$ cat config.mk
export PLATFORM = sky130hd
export DESIGN_NAME = touch_key_channel_processor_top
export DESIGN_NICKNAME = d
export VERILOG_FILES = /design/src/sv/tkcp_pkg.sv /design/src/sv/tkcp_state_mem.sv /design/src/sv/touch_key_channel_processor_top.sv
export SDC_FILE = /design/constraint.sdc
export NUM_CORES = 2
export LEC_CHECK = 0
export ABC_AREA = 1
export BUFFER_PORTS_ARGS = -buffer_cell sky130_fd_sc_hd__clkbuf_2
export CORE_ASPECT_RATIO = 0.6
export CORE_MARGIN = 2
export CORE_UTILIZATION = 55
export CTS_CLUSTER_SIZE = 16
export DETAILED_ROUTE_END_ITERATION = 10
export PLACE_DENSITY = 0.71
export REMOVE_ABC_BUFFERS = 1
export SLEW_MARGIN = 20
export SYNTH_ARGS = -nofsm -noshare
export SYNTH_HDL_FRONTEND = slang
export SYNTH_SLANG_ARGS = --single-unit
$ cat constraint.sdc
create_clock -name clk -period 12.7 [get_ports clk]
set_input_delay 0.635 -clock clk [delete_from_list [all_inputs] [get_ports clk]]
set_output_delay 0.635 -clock clk [all_outputs]
set_load 0.02 [all_outputs]
$ cat src/sv/tkcp_pkg.sv
package tkcp_pkg;

	// default build parameters
	localparam int CHANNELS_DEF    = 8;
	localparam int SAMPLE_BITS_DEF = 16;
	localparam int IIR_SHIFT_DEF   = 2;
	localparam int NOISE_SHIFT_DEF = 3;
	localparam int DOWN_SHIFT_DEF  = 2;
	localparam int CAL_SHIFT_DEF   = 4;

	// fixed field widths
	localparam int CH_W     = 3;
	localparam int RAW_W    = 16;
	localparam int NOISE_W  = 8;
	localparam int CNT_W    = 8;
	localparam int MASK_W   = 8;
	localparam int TH_W     = 17;
	localparam int EV_W     = 3;
	localparam int S_DATA_W = 24;
	localparam int M_DATA_W = 88;

	// configuration port
	localparam int CFG_IDX_W  = 3;
	localparam int CFG_DATA_W = 16;

	localparam logic [CFG_IDX_W-1:0] REG_THRESH_MIN   = 3'd0;
	localparam logic [CFG_IDX_W-1:0] REG_UP_STEP      = 3'd1;
	localparam logic [CFG_IDX_W-1:0] REG_RECAL_JUMP   = 3'd2;
	localparam logic [CFG_IDX_W-1:0] REG_RELEASE_HYST = 3'd3;
	localparam logic [CFG_IDX_W-1:0] REG_DEBOUNCE_IN  = 3'd4;
	localparam logic [CFG_IDX_W-1:0] REG_DEBOUNCE_OUT = 3'd5;
	localparam logic [CFG_IDX_W-1:0] REG_STUCK_LIMIT  = 3'd6;

	localparam logic [15:0] THRESH_MIN_RST   = 16'd30;
	localparam logic [7:0]  UP_STEP_RST      = 8'd1;
	localparam logic [15:0] RECAL_JUMP_RST   = 16'd100;
	localparam logic [15:0] RELEASE_HYST_RST = 16'd10;
	localparam logic [7:0]  DEBOUNCE_IN_RST  = 8'd3;
	localparam logic [7:0]  DEBOUNCE_OUT_RST = 8'd3;
	localparam logic [7:0]  STUCK_LIMIT_RST  = 8'd200;

	// result event codes
	localparam logic [EV_W-1:0] EV_NORMAL = 3'd0;
	localparam logic [EV_W-1:0] EV_CALIB  = 3'd1;
	localparam logic [EV_W-1:0] EV_DONE   = 3'd2;
	localparam logic [EV_W-1:0] EV_JUMP   = 3'd3;
	localparam logic [EV_W-1:0] EV_STUCK  = 3'd4;
	localparam logic [EV_W-1:0] EV_REQ    = 3'd5;

endpackage

$ cat src/sv/tkcp_state_mem.sv
module tkcp_state_mem import tkcp_pkg::*; #(
	parameter int             WIDTH   = 8,
	parameter int             DEPTH   = 8,
	parameter int             AW      = 3,
	parameter logic [WIDTH-1:0] RST_VAL = '0
) (
	input  logic             clk,
	input  logic             arst_n,
	input  logic             wr_en,
	input  logic [AW-1:0]    wr_addr,
	input  logic [WIDTH-1:0] wr_data,
	input  logic             rd_en,
	input  logic [AW-1:0]    rd_addr,
	output logic [WIDTH-1:0] rd_data
);

	logic [WIDTH-1:0] mem_q [DEPTH];
	logic [DEPTH-1:0] vld_q;
	logic [WIDTH-1:0] rd_data_q;
	logic             rd_vld_q;

	always_ff @(posedge clk) begin
		if (wr_en) begin
			mem_q[wr_addr] <= wr_data;
		end
		if (rd_en) begin
			rd_data_q <= mem_q[rd_addr];
		end
	end

	// an entry never written reads as its reset value
	always_ff @(posedge clk or negedge arst_n) begin
		if (!arst_n) begin
			vld_q    <= '0;
			rd_vld_q <= 1'b0;
		end else begin
			if (wr_en) begin
				vld_q[wr_addr] <= 1'b1;
			end
			if (rd_en) begin
				rd_vld_q <= vld_q[rd_addr];
			end
		end
	end

	assign rd_data = rd_vld_q ? rd_data_q : RST_VAL;

endmodule

$ cat src/sv/touch_key_channel_processor_top.sv
// Channel | Direction | Beat contents
// s_axis  | in        | tuser: req_type; tdata: channel, raw_sample
// m_axis  | out       | tuser: event_code; tdata: channel, pressed, mask, baseline,
//         |           |        filtered, delta, noise, threshold
// cfg     | in        | cfg_wr_en / cfg_index / cfg_wdata, write only
//
// Four-stage pipeline around one channel-state memory (registered read), plus an output register.
// Different channels enter back to back, one beat per cycle while m_axis is not stalled.
// A beat for a channel still in the pipeline waits until that channel is written back.
// After reset every channel reads as reset state at once (per-entry valid bits).
// A stalled m_axis holds the output register; stages behind it fill before s_axis stalls.
module touch_key_channel_processor_top import tkcp_pkg::*; #(
	parameter int CHANNELS    = CHANNELS_DEF,
	parameter int SAMPLE_BITS = SAMPLE_BITS_DEF,
	parameter int IIR_SHIFT   = IIR_SHIFT_DEF,
	parameter int NOISE_SHIFT = NOISE_SHIFT_DEF,
	parameter int DOWN_SHIFT  = DOWN_SHIFT_DEF,
	parameter int CAL_SHIFT   = CAL_SHIFT_DEF
) (
	input  logic                  clk,
	input  logic                  arst_n,
	input  logic                  s_axis_tvalid,
	output logic                  s_axis_tready,
	input  logic [S_DATA_W-1:0]   s_axis_tdata,  // channel[2:0], raw_sample[18:3]
	input  logic [0:0]            s_axis_tuser,  // req_type[0]
	output logic                  m_axis_tvalid,
	input  logic                  m_axis_tready,
	output logic [M_DATA_W-1:0]   m_axis_tdata,  // out_channel[2:0], key_pressed[3],
	                                             // pressed_mask[11:4], baseline_value[27:12],
	                                             // filtered_signal[43:28], touch_delta[59:44],
	                                             // noise_level[67:60], touch_threshold[84:68]
	output logic [EV_W-1:0]       m_axis_tuser,  // event_code[2:0]
	input  logic                  cfg_wr_en,
	input  logic [CFG_IDX_W-1:0]  cfg_index,
	input  logic [CFG_DATA_W-1:0] cfg_wdata
);

	localparam int SW  = (SAMPLE_BITS < RAW_W) ? SAMPLE_BITS : RAW_W;
	localparam int AW  = (CHANNELS > 1) ? $clog2(CHANNELS) : 1;
	localparam int CSW = SW + CAL_SHIFT;
	localparam int CPW = CAL_SHIFT + 1;
	localparam int FNW = SW + IIR_SHIFT + 1;
	localparam int NW  = (((NOISE_W + NOISE_SHIFT) > SW) ? (NOISE_W + NOISE_SHIFT) : SW) + 1;
	localparam int UW  = ((SW > CNT_W) ? SW : CNT_W) + 1;

	typedef struct packed {
		logic [SW-1:0]      base;
		logic [SW-1:0]      sig;
		logic [NOISE_W-1:0] noise;
		logic [SW-1:0]      prv1;
		logic [SW-1:0]      prv2;
		logic [CNT_W-1:0]   deb;
		logic [CNT_W-1:0]   stuck;
		logic [CSW-1:0]     csum;
		logic [CPW-1:0]     cprog;
		logic               cal;
	} rec_t;

	localparam int REC_W = $bits(rec_t);
	localparam rec_t REC_RST = '{base: '0, sig: '0, noise: NOISE_W'(1), prv1: '0, prv2: '0,
		deb: '0, stuck: '0, csum: '0, cprog: '0, cal: 1'b1};

	typedef struct packed {
		logic               req;
		logic               inr;
		logic [CH_W-1:0]    ch;
		logic               pressed;
		rec_t               rec;
		logic [SW-1:0]      raw;
		logic [SW-1:0]      filt;
		logic [SW-1:0]      avg;
		logic [SW-1:0]      dold;
		logic [SW-1:0]      delta;
		logic [SW-1:0]      b_up;
		logic [SW-1:0]      b_dn;
		logic [SW-1:0]      dd;
		logic [CSW-1:0]     csum_n;
		logic [CPW-1:0]     cprog_n;
		logic               done;
		logic               jump;
		logic               quiet;
		logic               fge;
		logic [TH_W-1:0]    th0;
		logic [TH_W-1:0]    bj;
		logic [TH_W-1:0]    th;
		logic [TH_W-1:0]    th_done;
		logic [TH_W-1:0]    rel;
		logic [NOISE_W-1:0] noise_new;
		logic [CNT_W-1:0]   deb_inc;
		logic [CNT_W-1:0]   stuck_inc;
	} pipe_t;

	function automatic logic [SW-1:0] mid3(logic [SW-1:0] a, logic [SW-1:0] b, logic [SW-1:0] c);
		logic [SW-1:0] lo;
		logic [SW-1:0] hi;
		lo = (a < b) ? a : b;
		hi = (a < b) ? b : a;
		if (c <= lo) return lo;
		if (c >= hi) return hi;
		return c;
	endfunction

	function automatic logic [TH_W-1:0] thresh(logic [15:0] tmin, logic [NOISE_W-1:0] n);
		return TH_W'(tmin) + TH_W'({n, 1'b0}) + TH_W'(n);
	endfunction

	function automatic logic [CNT_W-1:0] sat_inc(logic [CNT_W-1:0] c);
		return (c == {CNT_W{1'b1}}) ? c : c + CNT_W'(1);
	endfunction

	// configuration registers
	logic [15:0] thresh_min_q, recal_jump_q, release_hyst_q;
	logic [7:0]  up_step_q, debounce_in_q, debounce_out_q, stuck_limit_q;

	always_ff @(posedge clk or negedge arst_n) begin
		if (!arst_n) begin
			thresh_min_q   <= THRESH_MIN_RST;
			up_step_q      <= UP_STEP_RST;
			recal_jump_q   <= RECAL_JUMP_RST;
			release_hyst_q <= RELEASE_HYST_RST;
			debounce_in_q  <= DEBOUNCE_IN_RST;
			debounce_out_q <= DEBOUNCE_OUT_RST;
			stuck_limit_q  <= STUCK_LIMIT_RST;
		end else if (cfg_wr_en) begin
			case (cfg_index)
				REG_THRESH_MIN:   thresh_min_q   <= cfg_wdata;
				REG_UP_STEP:      up_step_q      <= cfg_wdata[7:0];
				REG_RECAL_JUMP:   recal_jump_q   <= cfg_wdata;
				REG_RELEASE_HYST: release_hyst_q <= cfg_wdata;
				REG_DEBOUNCE_IN:  debounce_in_q  <= cfg_wdata[7:0];
				REG_DEBOUNCE_OUT: debounce_out_q <= cfg_wdata[7:0];
				REG_STUCK_LIMIT:  stuck_limit_q  <= cfg_wdata[7:0];
				default: ;
			endcase
		end
	end

	// input decode
	logic [CH_W-1:0] in_ch;
	logic            in_inr;
	logic            in_req;
	logic [SW-1:0]   in_raw;

	assign in_ch  = s_axis_tdata[CH_W-1:0];
	assign in_req = s_axis_tuser[0];
	assign in_raw = SW'(s_axis_tdata[CH_W +: RAW_W]);
	assign in_inr = {1'b0, in_ch} < (CH_W + 1)'(CHANNELS);

	// pipeline control
	pipe_t p_s1, p_s2, p_s3, p_s4;
	logic  v_s1, v_s2, v_s3, v_s4;
	logic  out_vld_q;
	logic  adv4, mv3, mv2, mv1, hazard, acc;

	assign adv4 = v_s4 && (!out_vld_q || m_axis_tready);
	assign mv3  = v_s3 && (!v_s4 || adv4);
	assign mv2  = v_s2 && (!v_s3 || mv3);
	assign mv1  = v_s1 && (!v_s2 || mv2);

	// same channel still in flight: wait for its write-back
	assign hazard = (v_s1 && p_s1.ch == in_ch) || (v_s2 && p_s2.ch == in_ch) ||
	                (v_s3 && p_s3.ch == in_ch) || (v_s4 && p_s4.ch == in_ch);

	assign s_axis_tready = (!v_s1 || mv1) && !hazard;
	assign acc           = s_axis_tvalid && s_axis_tready;

	always_ff @(posedge clk or negedge arst_n) begin
		if (!arst_n) begin
			v_s1      <= 1'b0;
			v_s2      <= 1'b0;
			v_s3      <= 1'b0;
			v_s4      <= 1'b0;
			out_vld_q <= 1'b0;
		end else begin
			if (acc) v_s1 <= 1'b1; else if (mv1) v_s1 <= 1'b0;
			if (mv1) v_s2 <= 1'b1; else if (mv2) v_s2 <= 1'b0;
			if (mv2) v_s3 <= 1'b1; else if (mv3) v_s3 <= 1'b0;
			if (mv3) v_s4 <= 1'b1; else if (adv4) v_s4 <= 1'b0;
			if (adv4) out_vld_q <= 1'b1; else if (m_axis_tready) out_vld_q <= 1'b0;
		end
	end

	// channel state memory and pressed flags
	rec_t          mem_rd;
	rec_t          wr_rec;
	logic          wr_en;
	logic [REC_W-1:0] mem_rd_bits;
	logic [CHANNELS-1:0] pressed_q;

	tkcp_state_mem #(
		.WIDTH   (REC_W),
		.DEPTH   (CHANNELS),
		.AW      (AW),
		.RST_VAL (REC_RST)
	) u_mem (
		.clk     (clk),
		.arst_n  (arst_n),
		.wr_en   (wr_en),
		.wr_addr (p_s4.ch[AW-1:0]),
		.wr_data (wr_rec),
		.rd_en   (acc && in_inr),
		.rd_addr (in_ch[AW-1:0]),
		.rd_data (mem_rd_bits)
	);

	assign mem_rd = rec_t'(mem_rd_bits);

	pipe_t in_p;

	always_comb begin
		in_p         = '0;
		in_p.req     = in_req;
		in_p.inr     = in_inr;
		in_p.ch      = in_ch;
		in_p.raw     = in_raw;
		in_p.pressed = in_inr ? pressed_q[in_ch[AW-1:0]] : 1'b0;
	end

	always_ff @(posedge clk) begin
		if (acc) p_s1 <= in_p;
	end

	// stage 1: median, IIR, calibration sums, base threshold
	pipe_t n1;
	logic [SW-1:0]  med;
	logic [FNW-1:0] fnum;

	always_comb begin
		n1         = p_s1;
		n1.rec     = mem_rd;
		med        = mid3(mem_rd.prv1, mem_rd.prv2, p_s1.raw);
		fnum       = FNW'({mem_rd.sig, {IIR_SHIFT{1'b0}}}) - FNW'(mem_rd.sig) + FNW'(med);
		n1.filt    = SW'(fnum >> IIR_SHIFT);
		n1.csum_n  = mem_rd.csum + CSW'(p_s1.raw);
		n1.cprog_n = mem_rd.cprog + CPW'(1);
		n1.done    = n1.cprog_n[CPW-1];
		n1.avg     = SW'(n1.csum_n >> CAL_SHIFT);
		n1.th0     = thresh(thresh_min_q, mem_rd.noise);
		n1.bj      = TH_W'(mem_rd.base) + TH_W'(recal_jump_q);
		n1.dold    = (mem_rd.base > mem_rd.sig) ? mem_rd.base - mem_rd.sig : '0;
	end

	always_ff @(posedge clk) begin
		if (mv1) p_s2 <= n1;
	end

	// stage 2: delta and compares
	pipe_t n2;

	always_comb begin
		n2       = p_s2;
		n2.delta = (p_s2.rec.base > p_s2.filt) ? p_s2.rec.base - p_s2.filt : '0;
		n2.jump  = TH_W'(p_s2.filt) > p_s2.bj;
		n2.quiet = !p_s2.pressed && (TH_W'(n2.delta) < p_s2.th0);
		n2.fge   = p_s2.filt >= p_s2.rec.base;
	end

	always_ff @(posedge clk) begin
		if (mv2) p_s3 <= n2;
	end

	// stage 3: noise, thresholds, baseline candidates, counters
	pipe_t n3;
	logic [NW-1:0]    nsum;
	logic [NW-1:0]    nshr;
	logic [NOISE_W-1:0] nclamp;
	logic [UW-1:0]    bsum;
	logic [SW-1:0]    dsh;
	logic [SW-1:0]    bd;

	always_comb begin
		n3   = p_s3;
		nsum = NW'({p_s3.rec.noise, {NOISE_SHIFT{1'b0}}}) - NW'(p_s3.rec.noise) + NW'(p_s3.delta);
		nshr = nsum >> NOISE_SHIFT;
		if (nshr == '0) begin
			nclamp = NOISE_W'(1);
		end else if (nshr > NW'({NOISE_W{1'b1}})) begin
			nclamp = {NOISE_W{1'b1}};
		end else begin
			nclamp = nshr[NOISE_W-1:0];
		end
		n3.noise_new = p_s3.quiet ? nclamp : p_s3.rec.noise;
		n3.th        = thresh(thresh_min_q, n3.noise_new);
		n3.th_done   = thresh(thresh_min_q, NOISE_W'(1));
		n3.rel       = (p_s3.th0 > TH_W'(release_hyst_q)) ? p_s3.th0 - TH_W'(release_hyst_q)
		                                                   : TH_W'(thresh_min_q);
		bsum   = UW'(p_s3.rec.base) + UW'(up_step_q);
		n3.b_up = (bsum > UW'(p_s3.filt)) ? p_s3.filt : SW'(bsum);
		dsh    = p_s3.delta >> DOWN_SHIFT;
		if (dsh == '0) dsh = SW'(1);
		bd      = p_s3.rec.base - dsh;
		n3.b_dn = (bd < p_s3.filt) ? p_s3.filt : bd;
		n3.dd   = (p_s3.delta > dsh) ? p_s3.delta - dsh : '0;
		n3.deb_inc   = sat_inc(p_s3.rec.deb);
		n3.stuck_inc = sat_inc(p_s3.rec.stuck);
	end

	always_ff @(posedge clk) begin
		if (mv2 || mv3) begin
			if (mv3) p_s4 <= n3;
		end
	end

	// stage 4: decisions, write-back, result
	logic               pn;
	logic               lt;
	logic [EV_W-1:0]    ev;
	logic [SW-1:0]      o_base, o_sig, o_delta;
	logic [NOISE_W-1:0] o_noise;
	logic [TH_W-1:0]    o_th;
	logic [CHANNELS-1:0] pressed_nx;
	logic [M_DATA_W-1:0] od;

	always_comb begin
		wr_rec  = p_s4.rec;
		pn      = p_s4.pressed;
		lt      = TH_W'(p_s4.delta) < p_s4.th;
		ev      = EV_NORMAL;
		o_base  = p_s4.rec.base;
		o_sig   = p_s4.rec.sig;
		o_delta = p_s4.dold;
		o_noise = p_s4.rec.noise;
		o_th    = p_s4.th0;
		if (p_s4.req) begin
			wr_rec.deb   = '0;
			wr_rec.stuck = '0;
			wr_rec.csum  = '0;
			wr_rec.cprog = '0;
			wr_rec.cal   = 1'b1;
			pn = 1'b0;
			ev = EV_REQ;
		end else if (p_s4.rec.cal) begin
			if (p_s4.done) begin
				wr_rec.base  = p_s4.avg;
				wr_rec.sig   = p_s4.avg;
				wr_rec.prv1  = p_s4.avg;
				wr_rec.prv2  = p_s4.avg;
				wr_rec.noise = NOISE_W'(1);
				wr_rec.deb   = '0;
				wr_rec.stuck = '0;
				wr_rec.csum  = '0;
				wr_rec.cprog = '0;
				wr_rec.cal   = 1'b0;
				pn      = 1'b0;
				ev      = EV_DONE;
				o_base  = p_s4.avg;
				o_sig   = p_s4.avg;
				o_delta = '0;
				o_noise = NOISE_W'(1);
				o_th    = p_s4.th_done;
			end else begin
				wr_rec.csum  = p_s4.csum_n;
				wr_rec.cprog = p_s4.cprog_n;
				ev = EV_CALIB;
			end
		end else begin
			wr_rec.prv1  = p_s4.rec.prv2;
			wr_rec.prv2  = p_s4.raw;
			wr_rec.sig   = p_s4.filt;
			wr_rec.noise = p_s4.noise_new;
			o_sig   = p_s4.filt;
			o_noise = p_s4.noise_new;
			o_th    = p_s4.th;
			o_delta = p_s4.delta;
			if (p_s4.jump) begin
				wr_rec.deb   = '0;
				wr_rec.stuck = '0;
				wr_rec.csum  = '0;
				wr_rec.cprog = '0;
				wr_rec.cal   = 1'b1;
				pn = 1'b0;
				ev = EV_JUMP;
			end else if (!p_s4.pressed) begin
				if (p_s4.fge) begin
					wr_rec.base = p_s4.b_up;
					o_delta     = '0;
				end else if (lt) begin
					wr_rec.base = p_s4.b_dn;
					o_delta     = p_s4.dd;
				end
				o_base = wr_rec.base;
				if (!lt) begin
					wr_rec.deb = p_s4.deb_inc;
					if (p_s4.deb_inc >= debounce_in_q) begin
						pn           = 1'b1;
						wr_rec.deb   = '0;
						wr_rec.stuck = '0;
					end
				end else begin
					wr_rec.deb = '0;
				end
			end else begin
				wr_rec.stuck = p_s4.stuck_inc;
				if (p_s4.stuck_inc >= stuck_limit_q) begin
					wr_rec.deb   = '0;
					wr_rec.stuck = '0;
					wr_rec.csum  = '0;
					wr_rec.cprog = '0;
					wr_rec.cal   = 1'b1;
					pn = 1'b0;
					ev = EV_STUCK;
				end else if (TH_W'(p_s4.delta) <= p_s4.rel) begin
					wr_rec.deb = p_s4.deb_inc;
					if (p_s4.deb_inc >= debounce_out_q) begin
						pn           = 1'b0;
						wr_rec.deb   = '0;
						wr_rec.stuck = '0;
					end
				end else begin
					wr_rec.deb = '0;
				end
			end
		end
	end

	assign wr_en = adv4 && p_s4.inr;

	always_comb begin
		pressed_nx = pressed_q;
		if (p_s4.inr) pressed_nx[p_s4.ch[AW-1:0]] = pn;
	end

	always_ff @(posedge clk or negedge arst_n) begin
		if (!arst_n) begin
			pressed_q <= '0;
		end else if (wr_en) begin
			pressed_q <= pressed_nx;
		end
	end

	always_comb begin
		od = '0;
		od[2:0]  = p_s4.ch;
		od[11:4] = MASK_W'(pressed_nx);
		if (p_s4.inr) begin
			od[3]     = pn;
			od[27:12] = RAW_W'(o_base);
			od[43:28] = RAW_W'(o_sig);
			od[59:44] = RAW_W'(o_delta);
			od[67:60] = o_noise;
			od[84:68] = o_th;
		end
	end

	logic [M_DATA_W-1:0] m_data_q;
	logic [EV_W-1:0]     m_user_q;

	always_ff @(posedge clk) begin
		if (adv4) begin
			m_data_q <= od;
			m_user_q <= p_s4.inr ? ev : EV_NORMAL;
		end
	end

	assign m_axis_tvalid = out_vld_q;
	assign m_axis_tdata  = m_data_q;
	assign m_axis_tuser  = m_user_q;

endmodule

* Word level (Yosys, flattened, before mapping) *
Memories as Yosys holds them, arrays and structs flattened. A register that Yosys moved wholly into a read port is not among the register bits.
Index checks and enable logic that the tools add are counted.

word-level totals
  bits in writable memories = 912
  logic and storage cells = 298
  flip-flop bits (word level) = 1066
  output and inout port bits = 93
  memories kept = 1

operators by class
  reduce and logical (&&, ||, !) cells = 44
  $add $sub $neg = 21
  magnitude comparators = 21
  equal/unequal tests = 12
  bitwise gates (word level) = 1
  multiplexer cells = 94

memories
  name         words  width  rd ports  clocked after Yosys merged registers in  wr ports  RTL line              text
  u_mem.mem_q  8      114    1         1                                        1         tkcp_state_mem.sv:17  logic [WIDTH-1:0] mem_q [DEPTH];

operator list
  kind                   count
  $mux 16                31
  $mux 114               2
  $mux 8                 12
  $mux 88                1
  $mux 42                2
  $mux 72                1
  $sub 16x16->16         4
  $mux 26                2
  $mux 17                3
  $gt 16x16->1           3
  $add 16x9->17          2
  $add 17x8->17          2
  $gt 17x16->1           2
  $lt 16x17->1           2
  $ge 16x16->1           2
  $lt 16x16->1           2
  $mux 1                 29
  $mux 25                1
  $ge 8x8->1             3
  $add 20x16->20         1
  $add 18x16->18         1
  $sub 18x16->18         1
  $add 16x16->17         1
  $add 16x2->17 const B  1
  33 further kinds       82

* Logic depth before layout (Yosys ltp) *
  word-level depth = 13
  gate-level depth with buffers = 44
  mapped depth without buffers = 41

* Cells and area by module *
A second synthesis with hierarchy kept.

second synthesis, totals
  cell total of the unflattened synthesis = 7535
  area total of the unflattened synthesis = 89572.2 um^2

modules (own cells, without submodules)
  module                           cells an instance  area each (um^2)  instances  seq. area each (um^2)
  touch_key_channel_processor_top  4433               49555.0           1          29764.8
  tkcp_state_mem                   3102               40017.1           1          31034.8

* Worst setup path before layout *
OpenSTA, ideal clock, no wires.

  kind = input port to flip-flop
  start point = input port m_axis_tready
  end point = register pressed_q[1]
  setup slack = 1.126 ns
  stages on the path = 6
  setup time = 0.100 ns
  data arrival time = 11.474 ns
  buffers on the path = 0
  required time = 12.600 ns
  cell sequence = nor2_1 -> nor2_1 -> clkinv_1 -> nor2_1 -> inv_1 -> o21ai_0

between the ends
  longest elaborated chain between the ends = 2

ends and longest elaborated chain
  item                  RTL line                                text
  start, declared       touch_key_channel_processor_top.sv:27   input logic m_axis_tready,
  $logic_or 1x1->1      touch_key_channel_processor_top.sv:155  assign adv4 = v_s4 && (!out_vld_q || m_axis_tready);
  $logic_and 1x1->1     touch_key_channel_processor_top.sv:155
  named net adv4        touch_key_channel_processor_top.sv:153  logic adv4, mv3, mv2, mv1, hazard, acc;
  end signal, assigned  touch_key_channel_processor_top.sv:427  pressed_q <= pressed_nx;
  end, declared         touch_key_channel_processor_top.sv:188  logic [CHANNELS-1:0] pressed_q;

The timed path passes the listed nets, and every way through them passes these cells.
A chain may end at the register's enable or synchronous reset.

* Worst setup path after layout *
  start point = register u_mem.rd_vld_q
  end point = register p_s2, in the netlist n2[249] (data pin)

between the ends
  longest elaborated chain between the ends = 9
  elaborated cells on any way between the ends = 15

ends and longest elaborated chain
  item                    RTL line                                                                      text
  start, declared         tkcp_state_mem.sv:20                                                          logic rd_vld_q;
  start signal, assigned  tkcp_state_mem.sv:41                                                          rd_vld_q <= vld_q[rd_addr];
  $mux 114 (*)            tkcp_state_mem.sv:46                                                          assign rd_data = rd_vld_q ? rd_data_q : RST_VAL;
  $lt 16x16->1            touch_key_channel_processor_top.sv:96, touch_key_channel_processor_top.sv:97
  $mux 16                 touch_key_channel_processor_top.sv:97                                         hi = (a < b) ? b : a;
  $ge 16x16->1            touch_key_channel_processor_top.sv:99                                         if (c >= hi) return hi;
  $mux 1 (2 in a row)     touch_key_channel_processor_top.sv:99
  $mux 16                 touch_key_channel_processor_top.sv:100                                        return c;
  $mux 16                 touch_key_channel_processor_top.sv:99
  $add 18x16->18 (*)      touch_key_channel_processor_top.sv:232                                        fnum = FNW'({mem_rd.sig, {IIR_SHIFT{1'b0}}}) - FNW'(mem_rd.sig) + FNW'(med);
  named net fnum[17]      touch_key_channel_processor_top.sv:226                                        logic [FNW-1:0] fnum;
  end signal, assigned    touch_key_channel_processor_top.sv:244                                        if (mv1) p_s2 <= n1;
  end, declared           touch_key_channel_processor_top.sv:150                                        pipe_t p_s1, p_s2, p_s3, p_s4;

Mark *: on every way through the listed nets, which the timed path passes. The rest lies on a longest branch. The select of a mux whose other input is x is not followed.

==> qor.log <==
INFO  synthesis      yosys_register_bits=2041
INFO  worst_setup_path worst_path_max_delay_cell=dfrtp_4
INFO  synthesis      synth_largest_area_cell=edfxtp_1
INFO  finish         final_cell_mix=edfxtp_1 (1939), nor2_1 (996), nand2_1 (910), o21ai_0 (786), inv_1 (611)
INFO  synthesis      yosys.cell_types.count=74
INFO  clock_tree     cts_hold_buffers=19
INFO  min_path       worst_hold_path_type=in -> reg
INFO  synthesis      synth_top_flop_cell=edfxtp_1
INFO  detailed_routing detailedRoute.firstIterationViolations=8121
INFO  placement      placed_cell_area=92100um^2
INFO  global_routing first_global_vias=54500
INFO  sta            grt_setup_unrepaired=false
INFO  synthesis      synth_enable_flop_cells=1939
INFO  status         status=finished clean
INFO  global_routing globalRouteTotalUtil=28.7%
INFO  sta            totalNegativeSetupSlack=0ps
INFO  placement      routabilityCongestion=0.980
INFO  pwr            cell_leakage_power=37.1nW
INFO  pwr            total_power=0.0303W
INFO  clock_tree     ctsLongestPathBuffers=4
INFO  floorplanning  initial_core_util=55.4%
INFO  floorplanning  num_rows=114
INFO  min_path       min_from=s_axis_tvalid
INFO  detailed_routing drtPass1Iterations=6
INFO  pwr            p_per_area=309nW/um^2
INFO  synthesis      netlist_instances=7340
INFO  floorplanning  coreArea=161000um^2
INFO  sta            final_hold_viol_count=0
INFO  worst_setup_path register_to_register_path_depth=36
INFO  floorplanning  area_enclosed_by_the_die_boundary=165000um^2
INFO  clock_tree     insertion_delay=850ps
INFO  clock_tree     cts_setup_buffers=0
INFO  sta            fin_worst_skew=62.6ps
INFO  job            number_of_max_cap_violations=0
INFO  clock_tree     cts.reportedPaths.clkPinSlew=70ps
INFO  placement      io_buffers=133
INFO  worst_setup_path crit_path_start_kind=flop
INFO  finish         layout-drive-gt1-share=8.03%
INFO  worst_setup_path worstPathMaxFanout=62
INFO  sta            tightest_slew_margin_relative_to_the_limit=18.5%
INFO  clock_tree     cts-htree-levels=4
INFO  global_routing initial_antenna_violation_count=9
INFO  synthesis      synth_area_per_cell=12.1um^2
INFO  detailed_routing post_detailed_route_via_to_cell_ratio=6.00
INFO  synthesis      synth_largest_type_area_fraction=65.4%
INFO  detailed_routing drc_errors=0
INFO  sta            min_period_over_period=72.3%
INFO  finish         finish.net_count=7896
INFO  floorplanning  boundaryPins=142
INFO  clock_tree     post_cts.resized_instances=0
INFO  clock_tree     cts-root-buf=clkbuf_16
INFO  clock_tree     cts_tree=done
INFO  finish         syn2layout_area_growth=10.2%
INFO  pwr            vdd_drop_max=0.290mV
INFO  synthesis      synth-warning-count=0
INFO  detailed_routing final_antenna_net_count=0
INFO  sta            timing.hold.ws=112ps
INFO  sta            timing_worst_slew_pin_value=1210ps
INFO  worst_setup_path cp_data_arrival_time=9750ps
INFO  sta            finalWorstPathRequiredPeriod=9190ps
INFO  finish         finalCoreUtilization=61.0%
INFO  clock_tree     cts_inserted_buffers=189
INFO  synthesis      synth_async_sr_flop_share=5.00%
INFO  min_path       worstHoldEndpoint=v_s1$_DFFE_PN0P_
INFO  worst_setup_path setup.worst_path.end_class=flop
INFO  sta            fmax=109MHz
INFO  sta            report.final.setup_viol=0
INFO  worst_setup_path path_common_cell=nand2_1
INFO  finish         final_area=98100um^2
INFO  detailed_routing routed-via-count=58500
INFO  detailed_routing detail_route.wl_per_cell=24.5um
INFO  worst_setup_path critical_path.reg2reg.endpoint=n2[249]$_DFFE_PP_
INFO  min_path       timing.hold.worst_path_depth=3
INFO  global_routing overflow=0
INFO  finish         most_common_cell_after_layout_fill_and_taps_aside=edfxtp_1
INFO  detailed_routing routed_wl=239000um
INFO  synthesis      synth_sequential_area_ratio=68.3%
INFO  finish         nFillCells=12400
INFO  floorplanning  dieWidth=524um
INFO  synthesis      post_synth_main_area_contributors=edfxtp_1 (65%), ha_1 (4.9%), o21ai_0 (4.4%)
INFO  floorplanning  die_height=316um
INFO  worst_setup_path cp.required=13260ps
INFO  worst_setup_path timing.rr.start=u_mem.rd_vld_q$_DFFE_PN0P_
INFO  worst_setup_path r2r_slack=3510ps
INFO  global_routing pin_count_of_the_biggest_net_entering_global_routing=193
INFO  worst_setup_path timing.setup.critical_path_class=reg -> reg
INFO  worst_setup_path max_stage_delay=840ps
INFO  clock_tree     numClockSinks=2041
INFO  placement      dp_hpwl=151000um
INFO  sta            timing_max_transition_violations_final=0
INFO  synthesis      synth_area=89100um^2
INFO  global_routing grt_first_pass_wirelength=351000um
## worst max-delay path: cells and delay by family (launching register included)
kind	cells	cell delay [ps]
fa+ha+maj	4	1570
xor+xnor	1	150
buf+inv	5	1530
simple gates	16	2680
flops	1	840
compound gates	10	2040
## layer usage
metal | global-route usage, % | routed length [um]
met3 | 6.93 | 29800
met2 | 40.5 | 100000
met5 | 0 | 0
met4 | 6.49 | 5060
met1 | 45.1 | 104000
## final cells by class
class / count / area (um^2) / area share, %
clock inverter: 91 / 845 / 0.861
tap: 2146 / 2690 / 2.74
antenna: 5 / 12.5 / 0.0128
timing repair buffer: 227 / 1520 / 1.55
sequential: 2041 / 60800 / 62.0
multi-input combinational: 4380 / 24900 / 25.3
clock buffer: 235 / 4990 / 5.09
inverter: 626 / 2390 / 2.44
## worst max path at each step
| stage | startpoint | end | slack, ps |
|---|---|---|---|
| after global placement | u_mem.rd_vld_q$_DFFE_PN0P_ | n2[249]$_DFFE_PP_ | 3670 |
| after CTS | u_mem.rd_vld_q$_DFFE_PN0P_ | n2[249]$_DFFE_PP_ | 3500 |
| after global routing | u_mem.rd_vld_q$_DFFE_PN0P_ | n2[249]$_DFFE_PP_ | 2600 |
| after detailed placement | u_mem.rd_vld_q$_DFFE_PN0P_ | n2[249]$_DFFE_PP_ | 3540 |
| final | u_mem.rd_vld_q$_DFFE_PN0P_ | n2[249]$_DFFE_PP_ | 3510 |
| after floorplan | m_axis_tready | pressed_q[1]$_DFFE_PN0P_ | 1130 |
## synth_stat cells (29+ instances only)
master	number
a21oi_1	295
a22oi_1	40
a31oi_1	130
clkbuf_1	248
dfrtp_1	85
edfxtp_1	1939
fa_1	35
ha_1	347
inv_1	616
nand2_1	911
nand2_2	29
nand3_1	108
nand4_1	34
nor2_1	1013
nor3_1	44
o211ai_1	45
o21ai_0	786
o21bai_1	30
o22ai_1	121
xnor2_1	56
xor2_1	119
## power breakdown
part           total [W]  switching (W)  internal (W)
Clock            0.00553        0.00246       0.00307
Sequential        0.0122        0.00113        0.0111
Combinational     0.0126        0.00879       0.00381
Total             0.0303         0.0124        0.0180
## sequential cells by signal (all words and copies together), names as in the netlist, 21 cells and up
register,count
n2,226
m_axis_tdata,85
u_mem.rd_data_q,114
u_mem.mem_q,912
n1,21
p_s4,347
n3,228
## metrics by stage
| step | setup slack [ps] | std cells |
|---|---|---|
| 6_report | 3510 | 9751 |
| 4_1_cts | 3500 | 9745 |
| 3_5_place_dp | 3540 | 9400 |
| 3_3_place_gp | 3670 | 9397 |
| 5_1_grt | 2600 | 9746 |
| 2_1_floorplan | 1130 | 7047 |
## kinds of logic after synthesis
logic type / share of synthesized area, %
buffers and inverters: 3.98
AND/OR/NAND/NOR: 9.89
XOR/XNOR: 1.72
AO/OA/AOI/OAI: 10.4
multiplexers: 0.0927
flip-flops: 68.3
adder cells (fa/ha/maj): 5.66
other: 0.00421
Note: power is estimated with default switching activity, not from simulation.
